## config.mk

```make
export PLATFORM = sky130hd
export DESIGN_NAME = rvx_front
export DESIGN_NICKNAME = d
export VERILOG_FILES = /design/src/rtl/core/rvx_pkg.sv /design/src/rtl/core/rvx_front.sv
export SDC_FILE = /design/constraint.sdc
export NUM_CORES = 1
export LEC_CHECK = 0
export BUFFER_PORTS_ARGS = -buffer_cell sky130_fd_sc_hd__buf_2
export CAP_MARGIN = 20
export CORE_MARGIN = 2
export CORE_UTILIZATION = 47
export DETAILED_ROUTE_END_ITERATION = 8
export GPL_ROUTABILITY_DRIVEN = 0
export PLACE_DENSITY = 0.77
export RECOVER_POWER = 50
export SLEW_MARGIN = 20
export SYNTH_ARGS = -nofsm -noshare
export SYNTH_HDL_FRONTEND = slang
export SYNTH_SLANG_ARGS = --single-unit
export TNS_END_PERCENT = 30
```

## constraint.sdc

```tcl
create_clock -name clk_i -period 2.38 [get_ports clk_i]
set_clock_uncertainty 0.15 [all_clocks]
set_input_delay 0.238 -clock clk_i [delete_from_list [all_inputs] [get_ports clk_i]]
set_output_delay 0.238 -clock clk_i [all_outputs]
set_load 0.05 [all_outputs]
```

## src/rtl/core/rvx_pkg.sv

```systemverilog
// Shared types and constants for the RV32IM execute unit.
package rvx_pkg;
  localparam logic [6:0] OP_REG = 7'h33;
  localparam logic [6:0] OP_IMM = 7'h13;
  localparam logic [6:0] OP_LUI = 7'h37;
  localparam logic [6:0] OP_AUIPC = 7'h17;
  localparam logic [6:0] OP_JAL = 7'h6f;
  localparam logic [6:0] OP_JALR = 7'h67;
  localparam logic [6:0] OP_BRANCH = 7'h63;
  localparam logic [6:0] F7_BASE = 7'h00;
  localparam logic [6:0] F7_ALT = 7'h20;
  localparam logic [6:0] F7_MUL = 7'h01;

  typedef enum logic [1:0] {
    CLS_ILLEGAL = 2'd0,
    CLS_SIMPLE = 2'd1,
    CLS_MULDIV = 2'd2
  } cls_e;

  typedef struct packed {
    logic [31:0] insn;
    cls_e cls;
  } qent_t;

  typedef struct packed {
    logic [31:0] next_pc;
    logic [4:0] dest_index;
    logic [31:0] dest_value;
    logic dest_written;
    logic branch_taken;
    logic illegal;
  } res_t;

  localparam int QDEPTH = 2;
endpackage

```

## src/rtl/core/rvx_front.sv

```systemverilog
// Front end: accepts instruction items, classifies them, and queues them.
module rvx_front (
  input logic clk_i,
  input logic rst_ni,
  input logic in_valid_i,
  output logic in_ready_o,
  input logic [31:0] in_insn_i,
  output logic q_valid_o,
  input logic q_pop_i,
  output rvx_pkg::qent_t q_head_o
);
  import rvx_pkg::*;

  qent_t mem_q [QDEPTH];
  logic wp_q, wp_d, rp_q, rp_d;
  logic [1:0] cnt_q, cnt_d;
  cls_e cls;
  logic [6:0] op, f7;
  logic [2:0] f3;
  logic push;

  assign op = in_insn_i[6:0];
  assign f3 = in_insn_i[14:12];
  assign f7 = in_insn_i[31:25];

  always_comb begin
    cls = CLS_ILLEGAL;
    case (op)
      OP_REG: begin
        if (f7 == F7_MUL) cls = CLS_MULDIV;
        else if (f7 == F7_BASE) cls = CLS_SIMPLE;
        else if (f7 == F7_ALT && (f3 == 3'd0 || f3 == 3'd5)) cls = CLS_SIMPLE;
      end
      OP_IMM: begin
        if (f3 == 3'd1) begin
          if (f7 == F7_BASE) cls = CLS_SIMPLE;
        end else if (f3 == 3'd5) begin
          if (f7 == F7_BASE || f7 == F7_ALT) cls = CLS_SIMPLE;
        end else cls = CLS_SIMPLE;
      end
      OP_LUI, OP_AUIPC, OP_JAL: cls = CLS_SIMPLE;
      OP_JALR: if (f3 == 3'd0) cls = CLS_SIMPLE;
      OP_BRANCH: if (f3 != 3'd2 && f3 != 3'd3) cls = CLS_SIMPLE;
      default: cls = CLS_ILLEGAL;
    endcase
  end

  assign in_ready_o = (cnt_q != 2'(QDEPTH));
  assign push = in_valid_i && in_ready_o;
  assign q_valid_o = (cnt_q != 2'd0);
  assign q_head_o = mem_q[rp_q];

  always_comb begin
    wp_d = push ? ~wp_q : wp_q;
    rp_d = q_pop_i ? ~rp_q : rp_q;
    cnt_d = cnt_q + 2'(push) - 2'(q_pop_i);
  end

  always_ff @(posedge clk_i) begin
    if (push) begin
      mem_q[wp_q] <= '{insn: in_insn_i, cls: cls};
    end
  end

  always_ff @(posedge clk_i or negedge rst_ni) begin
    if (!rst_ni) begin
      wp_q <= 1'b0;
      rp_q <= 1'b0;
      cnt_q <= 2'd0;
    end else begin
      wp_q <= wp_d;
      rp_q <= rp_d;
      cnt_q <= cnt_d;
    end
  end
endmodule

```

======== Yosys cells after proc, flatten, opt, wreduce, memory -nomap -nowiden ========
Memories as Yosys holds them, arrays and structs flattened.
Cells that the tools add are included.
operators by class
  order comparisons ....................... 0
  divide/modulo/power cells ............... 0
  bitwise operators ....................... 2
  equality and inequality tests ........... 14
  multiply operators ...................... 0
  reduce and logical (&&, ||, !) cells .... 9
  shifts and indexed selects .............. 0
  add/sub/neg operators ................... 2
  muxes and demuxes ....................... 12
operators with widths
  cell                count
  $eq 7x6->1 const B  3
  $eq 7x7->1 const B  3
  $eq 7x5->1 const B  2
  $pmux 2 s5          1
  $mux 1              8
  $eq 7x1->1 const B  1
  $logic_not 7->1     1
  $mux 2              3
  $ne 3x2->1 const B  2
  $eq 3x1->1 const B  1
  $eq 3x3->1 const B  1
  $logic_and 1x1->1   3
  $logic_not 3->1     1
  $reduce_or 3->1     1
  $add 2x1->2         1
  $logic_or 1x1->1    2
  $ne 2x2->1 const B  1
  $not 1->1           2
  $reduce_bool 2->1   1
  $sub 2x1->2         1
storage, ports and cells
  ROM bits ................................ 0
  memories ................................ 1
  flip-flop bits (word level) ............. 4
  latch bits .............................. 0
  bits of input ports ..................... 36
  RAM bits ................................ 68
  output and inout bits ................... 36
  word-level logic and storage cells ...... 43
memories
  name   words  width  read ports  clocked after Yosys merged registers in  write ports  RTL line         text
  mem_q  2      34     1           0                                        1            rvx_front.sv:14  qent_t mem_q [QDEPTH];

======== Longest topological paths before layout ========
Gate-level depths: netlist of run 1.
  depth after elaboration ................. 7
  depth in mapped cells ................... 7
  gate-level depth less buffers ........... 7

======== Least setup slack after synthesis of run 1 ========
Ideal clock, no wire load.
  path kind ............................... register -> register
  start ................................... register cnt_q[0]
  end ..................................... memory mem_q[0][0] (netlist bit) (enable)
  buffers on the path ..................... 0
  data arrival time ....................... 2.461 ns
  clock period less this slack ............ 3.036 ns
  path slack .............................. -0.656 ns
  stages on the path, launching flop included .. 4
  setup time .............................. 0.425 ns
  cells stage by stage .................... dfrtp_1 -> nand2b_1 -> nand2_1 -> nor2_1
on the way
  longest elaborated chain between the ends .. 4
RTL lines
  what                          RTL line         text
  start, declared               rvx_front.sv:16  logic [1:0] cnt_q, cnt_d;
  start signal, assigned        rvx_front.sv:73  cnt_q <= cnt_d;
  $ne 2x2->1                    rvx_front.sv:48  assign in_ready_o = (cnt_q != 2'(QDEPTH));
  net in_ready_o                rvx_front.sv:6   output logic in_ready_o,
  $logic_and 1x1->1             rvx_front.sv:49  assign push = in_valid_i && in_ready_o;
  $mux 1                        rvx_front.sv:60  if (push) begin
  $mux 1 (not written as such)  rvx_front.sv:61  mem_q[wp_q] <= '{insn: in_insn_i, cls: cls};
  end, declared                 rvx_front.sv:14
The timed path passes the listed nets, and every way through them passes these cells.

==> reports/results.ini, run 1 <==
[drt]
drt-total-wl_um=4960
drtIter0Drc=80
drt-pass1-iter-count=4
vias_per_cell=4.80
wl_per_cell_um=14.9
vias=1603
drc=0
drtAntennaViolNets=0

[floorplanning]
die_h_um=80.9
core_mm2=0.00582
die_x_um=80.9
num_io_pins=72
initial_core_util=0.478
die_area_mm2=0.00655
rows=28

[synth]
seq_area_frac_synth=0.770
synthesis.nets=179
ys_types=28
ys_warn_count=0
syn_inst=141
syn_area_per_cell_um2=19.7
syn-cell-area_mm2=0.00278
synth-seq-cells=72

[worst_setup_path]
critical_path.slowest_cell=mux2_2
cp_max_fo=23
path_cells=buf_4 > mux2_2 > buf_2
slowest_delay_ps=390
rr_worst_depth=4
start_kind=flip-flop
endpoint_kind=output pin
critical_path_arrival_ps=1590
cp_data_required_time_ps=1990
cp_num_cells=3
crit_buf_inv=2
path_class=reg2out
crit_family=buffers and inverters

[cells_and_area]
n_antenna_cell=0
drive_gt1_frac=0.270
syn_to_final_growth_pct=35.5
nNetsFinal=292

[place]
dp_hpwl_um=3270
port_buffers=71

[job]
max_cap_violations=0

[timing]
slew_headroom=0.526
fmax_mhz=505
finalHoldViolations=0
slew_viol_final=0
tns_ps=0
fin_crit_sh=0.832
rsz0062_at_grt=false
setup_viol=0
worst_slew_pin_slew_ps=711
post-route-min-period_ps=1980

[global_routing]
grt_antenna_before_repair=0
use_met3=0.0444
grt_pass1_wl_um=7290
grt-ovfl-total=0
met2_usage=0.272
grt_pass1_vias=1576
grt_start_max_net_pins=24
met1_usage=0.170
busiest_layer=met2
grt_util_all_layers=0.157

[clocking]
tritoncts=yes
clk_pin_slew_ps=70
cts_max_level=3
post_cts_resized=0
clock_latency_ps=330
cts_buffers=9
ctsHoldBuffers=31
cts-root-buf=clkbuf_8
post_cts_buffers=0
clock_path_buffers=2
clock-sinks=72

[hold_path]
hold_depth=1
min_path_type=in2reg

[power]
leakage_uw=0.00137
power_density_mw_per_mm2=1320
ir_drop_mv=0.602
total_power_uw=4990

[status]
status=finished, final reports clean

[report_power, final]
part	internal, uW	leakage [uW]	total (uW)	switching (uW)
logic	558	0.000577	2070	1510
clock network	693	0.000116	1110	420
registers	1740	0.000679	1810	73.2
total	2990	0.00137	4990	2000
[flip-flops by register name (all words and copies together) (netlist names)]
signal  count
cnt_q       2
wp_q        1
mem_q      68
rp_q        1
[synthesized netlist by cell type]
cell,n,share of area
a21oi_1,1,0.0018
nand3_2,1,0.0036
a21boi_1,1,0.0027
nand2b_1,1,0.0022
nor4b_4,1,0.0085
or2_2,1,0.0022
xnor2_1,4,0.013
nor2b_1,1,0.0022
ha_1,2,0.0090
o311ai_2,1,0.0058
nor2_1,2,0.0027
mux2_2,5,0.020
edfxtp_1,68,0.73
o21ai_0,1,0.0018
nor3_1,1,0.0018
buf_2,1,0.0018
o21a_1,1,0.0027
xor2_1,1,0.0031
and3_1,1,0.0022
mux2_1,29,0.12
o31ai_1,1,0.0027
dfrtp_1,4,0.036
buf_4,3,0.0081
nor3b_1,1,0.0027
nand2_1,4,0.0054
inv_1,2,0.0027
nand3_1,1,0.0018
nor4_1,1,0.0022
[worst paths after layout]
path                                   start      endpoint  slack [ps]
worst max-delay path                    rp_q  q_head_o[31]         400
worst min-delay path            in_insn_i[2]   mem_q[0][4]          90
worst max register to register      cnt_q[1]   mem_q[0][9]         450
worst min register to register      cnt_q[1]      cnt_q[1]         360
max in group asynchronous             rst_ni          rp_q        1770
min in group asynchronous             rst_ni      cnt_q[1]         110
[metrics by stage]
step	instances	instance area [um2]	hold slack [ps]	setup WS [ps]	util
after global routing	334	3770	84.2	302	0.648
after floorplan	141	2790	-208	64.6	-
after global placement	287	3270	-102	716	0.562
after detailed placement	287	3270	-98.7	664	0.562
final	334	3770	88.6	400	0.648
after CTS	334	3810	0.948	383	0.656
[routing by layer]
metal / up-vias / wire [um] / share of wire
li1: 772 / - / -
met1: 787 / 2010 / 0.40
met2: 38 / 2690 / 0.54
met3: 6 / 191 / 0.038
met4: 0 / 80 / 0.016
met5: - / 0 / 0
[kinds of logic after synthesis]
| kind of cell | Yosys count | synth area share |
|---|---|---|
| AND/OR/NAND/NOR | 16 | 0.0378 |
| flip-flops | 72 | 0.770 |
| AO/OA/AOI/OAI | 6 | 0.0175 |
| adder cells (fa/ha/maj) | 2 | 0.00899 |
| buffers and inverters | 6 | 0.0126 |
| multiplexers | 34 | 0.138 |
| XOR/XNOR | 5 | 0.0157 |
[cells in the final DEF (no fill, tap or decap), drive strengths merged]
cell         Yosys  final
inv              2      2
or2              1      1
o31ai            1      1
and3             1      1
dlygate4sd3      0     31
nor3b            1      1
nand2b           1      1
nor4b            1      1
nor2b            1      1
edfxtp          68     68
buf              4     45
ha               2      2
nor3             1      1
o21ai            1      1
xnor2            4      4
dfrtp            4      4
o21a             1      1
o311ai           1      1
nand3            2      2
bufinv           0      3
xor2             1      1
nor4             1      1
clkbuf           0     40
a21boi           1      1
clkinv           0      2
nand2            4      4
clkinvlp         0      1
a21oi            1      1
mux2            34     34
nor2             2      2
[area by class of cell]
cell class                 instances  area [um2]
sequential                        72        2140
multi-input combinational         63         608
fill                             457        2050
clock buffer                      10         128
inverter                           2        7.51
tap                               75        93.8
clock inverter                     6         108
timing repair buffer             106         683
Power figures use the tool's default switching activity.
==> run 2, diff against run 1 <==
--- a/config.mk
+++ b/config.mk
@@ -5,13 +5,14 @@
 export SDC_FILE = /design/constraint.sdc
 export NUM_CORES = 1
 export LEC_CHECK = 0
+export ABC_AREA = 1
 export BUFFER_PORTS_ARGS = -buffer_cell sky130_fd_sc_hd__buf_2
 export CAP_MARGIN = 20
 export CORE_MARGIN = 2
-export CORE_UTILIZATION = 47
+export CORE_UTILIZATION = 48
 export DETAILED_ROUTE_END_ITERATION = 8
 export GPL_ROUTABILITY_DRIVEN = 0
-export PLACE_DENSITY = 0.77
+export PLACE_DENSITY = 0.78
 export RECOVER_POWER = 50
 export SLEW_MARGIN = 20
 export SYNTH_ARGS = -nofsm -noshare
==> constraint.sdc (replaced) <==
create_clock -name clk_i -period 1.8 [get_ports clk_i]
set_clock_uncertainty 0.15 [all_clocks]
set_input_delay 0.18 -clock clk_i [delete_from_list [all_inputs] [get_ports clk_i]]
set_output_delay 0.18 -clock clk_i [all_outputs]
set_load 0.05 [all_outputs]
==> run 2 against run 1 <==
Compared with the run above:
- the flow now finishes with violations (negative setup slack)
- count of clock-buffer cells in the layout unchanged
- global-route usage increased by 0.94 points
- non-clock buffer count up 7
- sequential power increased by 34%
- cell area increased by 12%
- sequential share of layout area shrank 6.0 points
- clock power grew 8%
- first-iteration DRC count rose by 13%
- cell count up 13%
- combinational power up 76%
- power grew 46%
- worst hold slack worse by 7.5 ps
==> reports/results.ini, run 2 <==
[synth]
synth_commonest_cells=edfxtp_1 (68), mux2_4 (29), nand2_1 (23), nor2_1 (17), inv_1 (12)
synth_adder_area_share=0.00831  ; -0.000687
syn-cell-area_mm2=0.00301  ; +8.3%
async_reset_ff_frac=0.0556  ; unchanged
synthesis.nets=216  ; +21%
synth_compound_area_frac=0.00581  ; -0.0117
synth_area_leaders=edfxtp_1 (68%), mux2_4 (14%), dfrtp_1 (3.3%), nand2_1 (2.9%), nor2_1 (2.1%)
synth-simple-area-share=0.0644  ; +0.0266
yosys.area_share.xor_xnor=0.00872  ; -0.00702
synth_top_area_frac=0.678  ; -0.0561
syn_area_per_cell_um2=16.9  ; -14%
yosysMostFrequentCell=edfxtp_1
ys_types=19  ; -32%
synth_top_family_by_area=multiplexers
synth-edff-count=68  ; unchanged
synth_flop_cell=edfxtp_1
synth_mux_area_frac=0.163  ; +0.0256
seq_area_frac_synth=0.711  ; -0.0588
ys_warn_count=0  ; unchanged
syn_inst=178  ; +26%
synth-seq-cells=72  ; unchanged
synth_top_area_cell=edfxtp_1

[drt]
wl_per_cell_um=15.1  ; +1.7%
vias=1805  ; +13%
drc=0  ; unchanged
drtIter0Drc=90  ; +13%
drtAntennaViolNets=0  ; unchanged
drt-total-wl_um=5710  ; +15%
drt-pass1-iter-count=4  ; unchanged
vias_per_cell=4.78  ; -0.51%

[timing]
fmax_mhz=549
worst_slew_pin_slew_ps=289  ; -422 ps
slew_headroom=0.808  ; +0.282
fin_crit_sh=1.01
setup_viol=23  ; +23
setup_ws_ps=-22.1  ; -422 ps
holdWs_ps=81.1  ; -7.55 ps
finalHoldViolations=0  ; unchanged
post-route-min-period_ps=1820
rsz0062_at_grt=true
slew_viol_final=0  ; unchanged

[place]
port_buffers=71  ; unchanged
placed_cells=326  ; +14%
dp_hpwl_um=3430  ; +4.9%
place_ws_ps=295  ; -369 ps

[clocking]
clock-sinks=72  ; unchanged
tritoncts=yes
cts_buffers=9  ; unchanged
clock_latency_ps=330  ; about the same
clock_path_buffers=2  ; unchanged
cts-root-buf=clkbuf_8
clk_pin_slew_ps=70  ; about the same
cts_max_level=3  ; unchanged

[hold_path]
min_path_type=in2async

[worst_setup_path]
endpoint_kind=output pin
crit_buf_inv=2  ; unchanged
path_cells=buf_8 > mux2_4 > buf_2
critical_path.slowest_cell=dfrtp_2
start_kind=flip-flop
cp_max_fo=9  ; -61%
slowest_delay_ps=460  ; +70 ps
critical_path_arrival_ps=1490  ; -100 ps
worst-r2r-setup-slack_ps=300  ; -150 ps
r2r-start=cnt_q[0]
crit_family=flip-flops
cp_data_required_time_ps=1470  ; -520 ps
path_class=reg2out
rr_worst_depth=7  ; +3
reg2reg_to=cnt_q[1]

[job]
max_cap_violations=0  ; unchanged

[floorplanning]
num_io_pins=72  ; unchanged
core_mm2=0.00599  ; +3.0%
rows=28  ; unchanged
die_area_mm2=0.00693  ; +5.7%
die_x_um=83.2  ; +2.8%
initial_core_util=0.503  ; +0.0244
die_h_um=83.2  ; +2.8%

[global_routing]
grt_antenna_before_repair=0  ; unchanged
grt_pass1_wl_um=8760  ; +20%
grt_util_all_layers=0.166  ; +0.00942
grt-ovfl-total=0  ; unchanged
grt_start_max_net_pins=28  ; +17%
grt_pass1_vias=1850  ; +17%

[cells_and_area]
largest_register=mem_q
final_common_cell=edfxtp_1
instances_no_fill=378  ; +13%
drive_gt1_frac=0.343  ; +0.0730
mostFrequentLayoutCells=edfxtp_1 (68), dlygate4sd3_1 (35), mux2_4 (34), clkbuf_1 (30), buf_6 (25)
largest_register_ffs=68  ; unchanged
nNetsFinal=336  ; +15%
largestRegisters=mem_q: 68 flops, cnt_q: 2 flops
final_core_util=0.703  ; +0.0552
syn_to_final_growth_pct=39.9
n_antenna_cell=0  ; unchanged

[power]
ir_drop_mv=1.09  ; +81%
total_power_uw=7280  ; +46%
leakage_uw=0.00170  ; +24%
power_density_mw_per_mm2=1730  ; +30%

[status]
status=complete, but fails checks
violations=negative setup slack

[run 2: changes by cell type in the layout (fill, tap and decap cells not counted), moves of 14 or more]
cell	delta
buf_6	+25
mux2_4	+34
nor2_1	+14
mux2_1	-29
nand2_1	+17
buf_2	-24
[run 2: what timing repair did]
item / in CTS / in global routing
hold endpoints to repair: 70 / 0
gates cloned: 0 / 1
resized for setup: 50 / 7
endpoints found under the setup margin: 34 / 34
hold buffers: 35 / 0
pin swaps: 0 / 0
setup buffers: 0 / 0
[run 2: stage by stage]
step | setup TNS [ps] | area, um2
floorplan | 0 | 3040
global placement | 0 | 3500
detailed placement | 0 | 3500
CTS | -527 | 4200
global route | -1800 | 4210
finish | -356 | 4210
[run 2: how the worst max path moves through the flow]
stage	from	end	slack (ps)	depth (start not counted)
2_1_floorplan	cnt_q[1]	mem_q[1][0]	20	3
3_3_place_gp	rp_q	q_head_o[33]	320	3
3_5_place_dp	rp_q	q_head_o[0]	290	3
4_1_cts	rp_q	q_head_o[15]	-40	3
5_1_grt	rp_q	q_head_o[7]	-70	3
6_report	rp_q	q_head_o[15]	-20	3
[run 2: area by class of cell]
class	instances	area (um2)
multi-input combinational	90	803
clock buffer	10	128
timing repair buffer	113	941
inverter	12	45.0
tap	75	93.8
fill	408	1780
sequential	72	2140
clock inverter	6	60.1
[run 2: metal layers]
metal	GRT usage	routed length [um]	share of wire
met5	0	0	0
met4	0.104	171	0.030
met3	0.0338	191	0.033
met2	0.290	3060	0.54
met1	0.185	2290	0.40
[run 2: power by group]
| group | internal [uW] | switching, uW | total [uW] |
|---|---|---|---|
| sequential | 2290 | 143 | 2430 |
| combinational | 1470 | 2180 | 3640 |
| clock | 633 | 570 | 1200 |
[run 2: kinds of logic after synthesis]
| logic type | after synthesis |
|---|---|
| mux | 34 |
| xor+xnor | 3 |
| buf+inv | 16 |
| simple gates | 48 |
| fa+ha+maj | 2 |
| compound gates | 3 |
| flops | 72 |
==> run 3, diff against run 2 <==
--- a/config.mk
+++ b/config.mk
@@ -5,14 +5,13 @@
 export SDC_FILE = /design/constraint.sdc
 export NUM_CORES = 1
 export LEC_CHECK = 0
-export ABC_AREA = 1
 export BUFFER_PORTS_ARGS = -buffer_cell sky130_fd_sc_hd__buf_2
 export CAP_MARGIN = 20
 export CORE_MARGIN = 2
-export CORE_UTILIZATION = 48
+export CORE_UTILIZATION = 47
 export DETAILED_ROUTE_END_ITERATION = 8
 export GPL_ROUTABILITY_DRIVEN = 0
-export PLACE_DENSITY = 0.78
+export PLACE_DENSITY = 0.77
 export RECOVER_POWER = 50
 export SLEW_MARGIN = 20
 export SYNTH_ARGS = -nofsm -noshare
==> run 3 against run 2 <==
Compared with the run above:
- worst setup slack better by 42 ps
- the flow now finishes without violations
- critical path depth is the same
- largest cell class unchanged
- power is 5.4% lower
- largest power group unchanged
==> reports/results.ini, run 3 (synthesis results as in run 1) <==
[status]
status=finished, final reports clean

[power]
leakage_uw=0.00145  ; -15%
p_switching_uw=2750  ; -4.7%
p_int_uw=4130  ; -5.9%
pwr-share-comb=0.482  ; -0.019
power_density_mw_per_mm2=1730  ; about the same
power_frac_seq=0.351  ; +0.017
ir_drop_mv=1.15  ; +4.9%
pwr-share-clk=0.167  ; +0.002
switching_share=0.400  ; +0.00285

[worst_setup_path]
start_kind=flip-flop
slowest_delay_ps=410  ; -50 ps
critical_path_arrival_ps=1450  ; -40 ps
crit_start=rp_q
crit_buf_inv=2  ; unchanged
cp_data_required_time_ps=1470  ; about the same
worst-r2r-setup-slack_ps=130  ; -170 ps
reg2reg_to=cnt_q[1]
cp_num_cells=3  ; unchanged
cp_max_fo=22  ; +13
r2r-start=cnt_q[0]
endpoint=q_head_o[3]
crit_family=flip-flops
critical_path.slowest_cell=dfrtp_2
rr_worst_depth=7  ; unchanged
path_cells=buf_12 > mux2_2 > buf_6
path_class=reg2out
endpoint_kind=output pin

[clocking]
tritoncts=yes
clk_pin_slew_ps=60  ; about the same
cts_buffers=9  ; unchanged
cts_max_level=3  ; unchanged
cts-root-buf=clkbuf_8
clock_latency_ps=330  ; about the same
clock_path_buffers=2  ; unchanged
clock-sinks=72  ; unchanged

[drt]
wl_per_cell_um=15.5  ; +2.3%
drtIter0Drc=77  ; -14%
vias_per_cell=4.92  ; +3.0%
drt-pass1-iter-count=4  ; unchanged
vias=1668  ; -7.6%
drc=0  ; unchanged
drt-total-wl_um=5240  ; -8.2%
drtAntennaViolNets=0  ; unchanged

[timing]
fin_crit_sh=0.989  ; -0.0231
post-route-min-period_ps=1780  ; -41.6 ps
slew_headroom=0.748  ; -0.0592
worst_slew_pin_slew_ps=378  ; +88.8 ps
slew_viol_final=0  ; unchanged
fmax_mhz=562  ; +2.3%
setup_viol=0  ; -100%
rsz0062_at_grt=true
setup_ws_ps=19.5  ; +41.6 ps
finalHoldViolations=0  ; unchanged

[place]
dp_hpwl_um=3280  ; -4.1%
dpl_cell_area_mm2=0.00329  ; -6.2%
placed_cells=290  ; -11%
place_ws_ps=118  ; -177 ps
port_buffers=71  ; unchanged

[cells_and_area]
largest_register_ffs=68  ; unchanged
mostFrequentLayoutCells=edfxtp_1 (68), dlygate4sd3_1 (34), buf_6 (32), clkbuf_1 (27), mux2_1 (22)
fillers=436  ; +6.9%
n_antenna_cell=0  ; unchanged
largest_register=mem_q
largestRegisters=mem_q: 68 flops, cnt_q: 2 flops
syn_to_final_growth_pct=43.1
nNetsFinal=298  ; -11%
stdcell_area_mm2=0.00398  ; -5.5%
final_common_cell=edfxtp_1
drive_gt1_frac=0.318  ; -0.0251
instances_no_fill=339  ; -10%

[global_routing]
grt_antenna_before_repair=0  ; unchanged
grt-ovfl-total=0  ; unchanged
grt_util_all_layers=0.168  ; +0.00171
grt_pass1_wl_um=8050  ; -8.2%
grt_start_max_net_pins=23  ; -18%
grt_pass1_vias=1757  ; -5.0%

[floorplanning]
num_io_pins=72  ; unchanged
core_mm2=0.00582  ; -2.9%
initial_core_util=0.478  ; -0.0244
rows=28  ; unchanged
die_x_um=80.9  ; -2.7%
die_h_um=80.9  ; -2.7%
die_area_mm2=0.00655  ; -5.4%

[job]
max_cap_violations=0  ; unchanged

[hold_path]
min_path_type=in2reg

==> run 3: changes by cell type in the layout (fill, tap and decap cells not counted), moves of 5 or more <==
cell,previous run,this run
inv_1,12,2
nand2_1,21,3
mux2_4,34,1
buf_2,17,12
buf_6,25,32
mux2_2,0,11
mux2_1,0,22
nor2_1,15,1
==> run 3: routing by layer <==
metal | up-vias | GRT usage | share of wire
met4 | 0 | 0.0712 | 0.012
met1 | 825 | 0.191 | 0.42
met3 | 8 | 0.0411 | 0.040
met2 | 44 | 0.301 | 0.52
met5 | - | 0 | 0
li1 | 791 | - | -
==> run 3: cell type report <==
class / instances / area, um2 / share of cell area
flip-flops and latches: 72 / 2140 / 0.538
well taps: 75 / 93.8 / 0.0236
clock buffers: 10 / 128 / 0.0320
repair buffers: 112 / 938 / 0.236
inverters: 2 / 7.51 / 0.00189
clock inverters: 5 / 48.8 / 0.0123
multi-input cells: 63 / 623 / 0.156
==> run 3: how the worst min path moves through the flow <==
stage / from / to / slack [ps] / cells past startpoint
floorplan: rst_ni / cnt_q[0] / -270 / 0
global placement: rst_ni / cnt_q[0] / -160 / 1
detailed placement: rst_ni / cnt_q[0] / -160 / 1
CTS: rst_ni / cnt_q[0] / 10 / 2
global route: in_valid_i / wp_q / 40 / 3
finish: in_valid_i / wp_q / 30 / 3
==> run 3: power groups by stage <==
stage	clock network, uW	registers (uW)	logic (uW)
3_3_place_gp	0	2420	2740
6_report	1150	2420	3320
4_1_cts	1180	2420	3160
5_1_grt	1250	2450	3460
2_1_floorplan	0	2410	2140
3_5_place_dp	0	2450	2760
==> run 3: worst min-delay path, cell delays in order <==
cell and delay (ps):
buf_2 110, nand2_2 100, xnor2_1 70
==> run 3: per-stage QoR <==
step	total power [uW]	hold slack, ps	setup TNS [ps]	utilization
2_1_floorplan	4550	-266	0	-
3_3_place_gp	5160	-160	0	0.565
3_5_place_dp	5210	-156	0	0.565
4_1_cts	6760	11.2	-557	0.679
5_1_grt	7170	41.7	-534	0.685
6_report	6880	29.5	0	0.685
==> run 3: what timing repair did <==
action	4_1_cts	5_1_grt
pin swaps	0	0
endpoints found under the hold margin	69	0
hold buffers	34	0
gates resized for setup	45	40
setup buffers	0	0
endpoints found under the setup margin	34	34
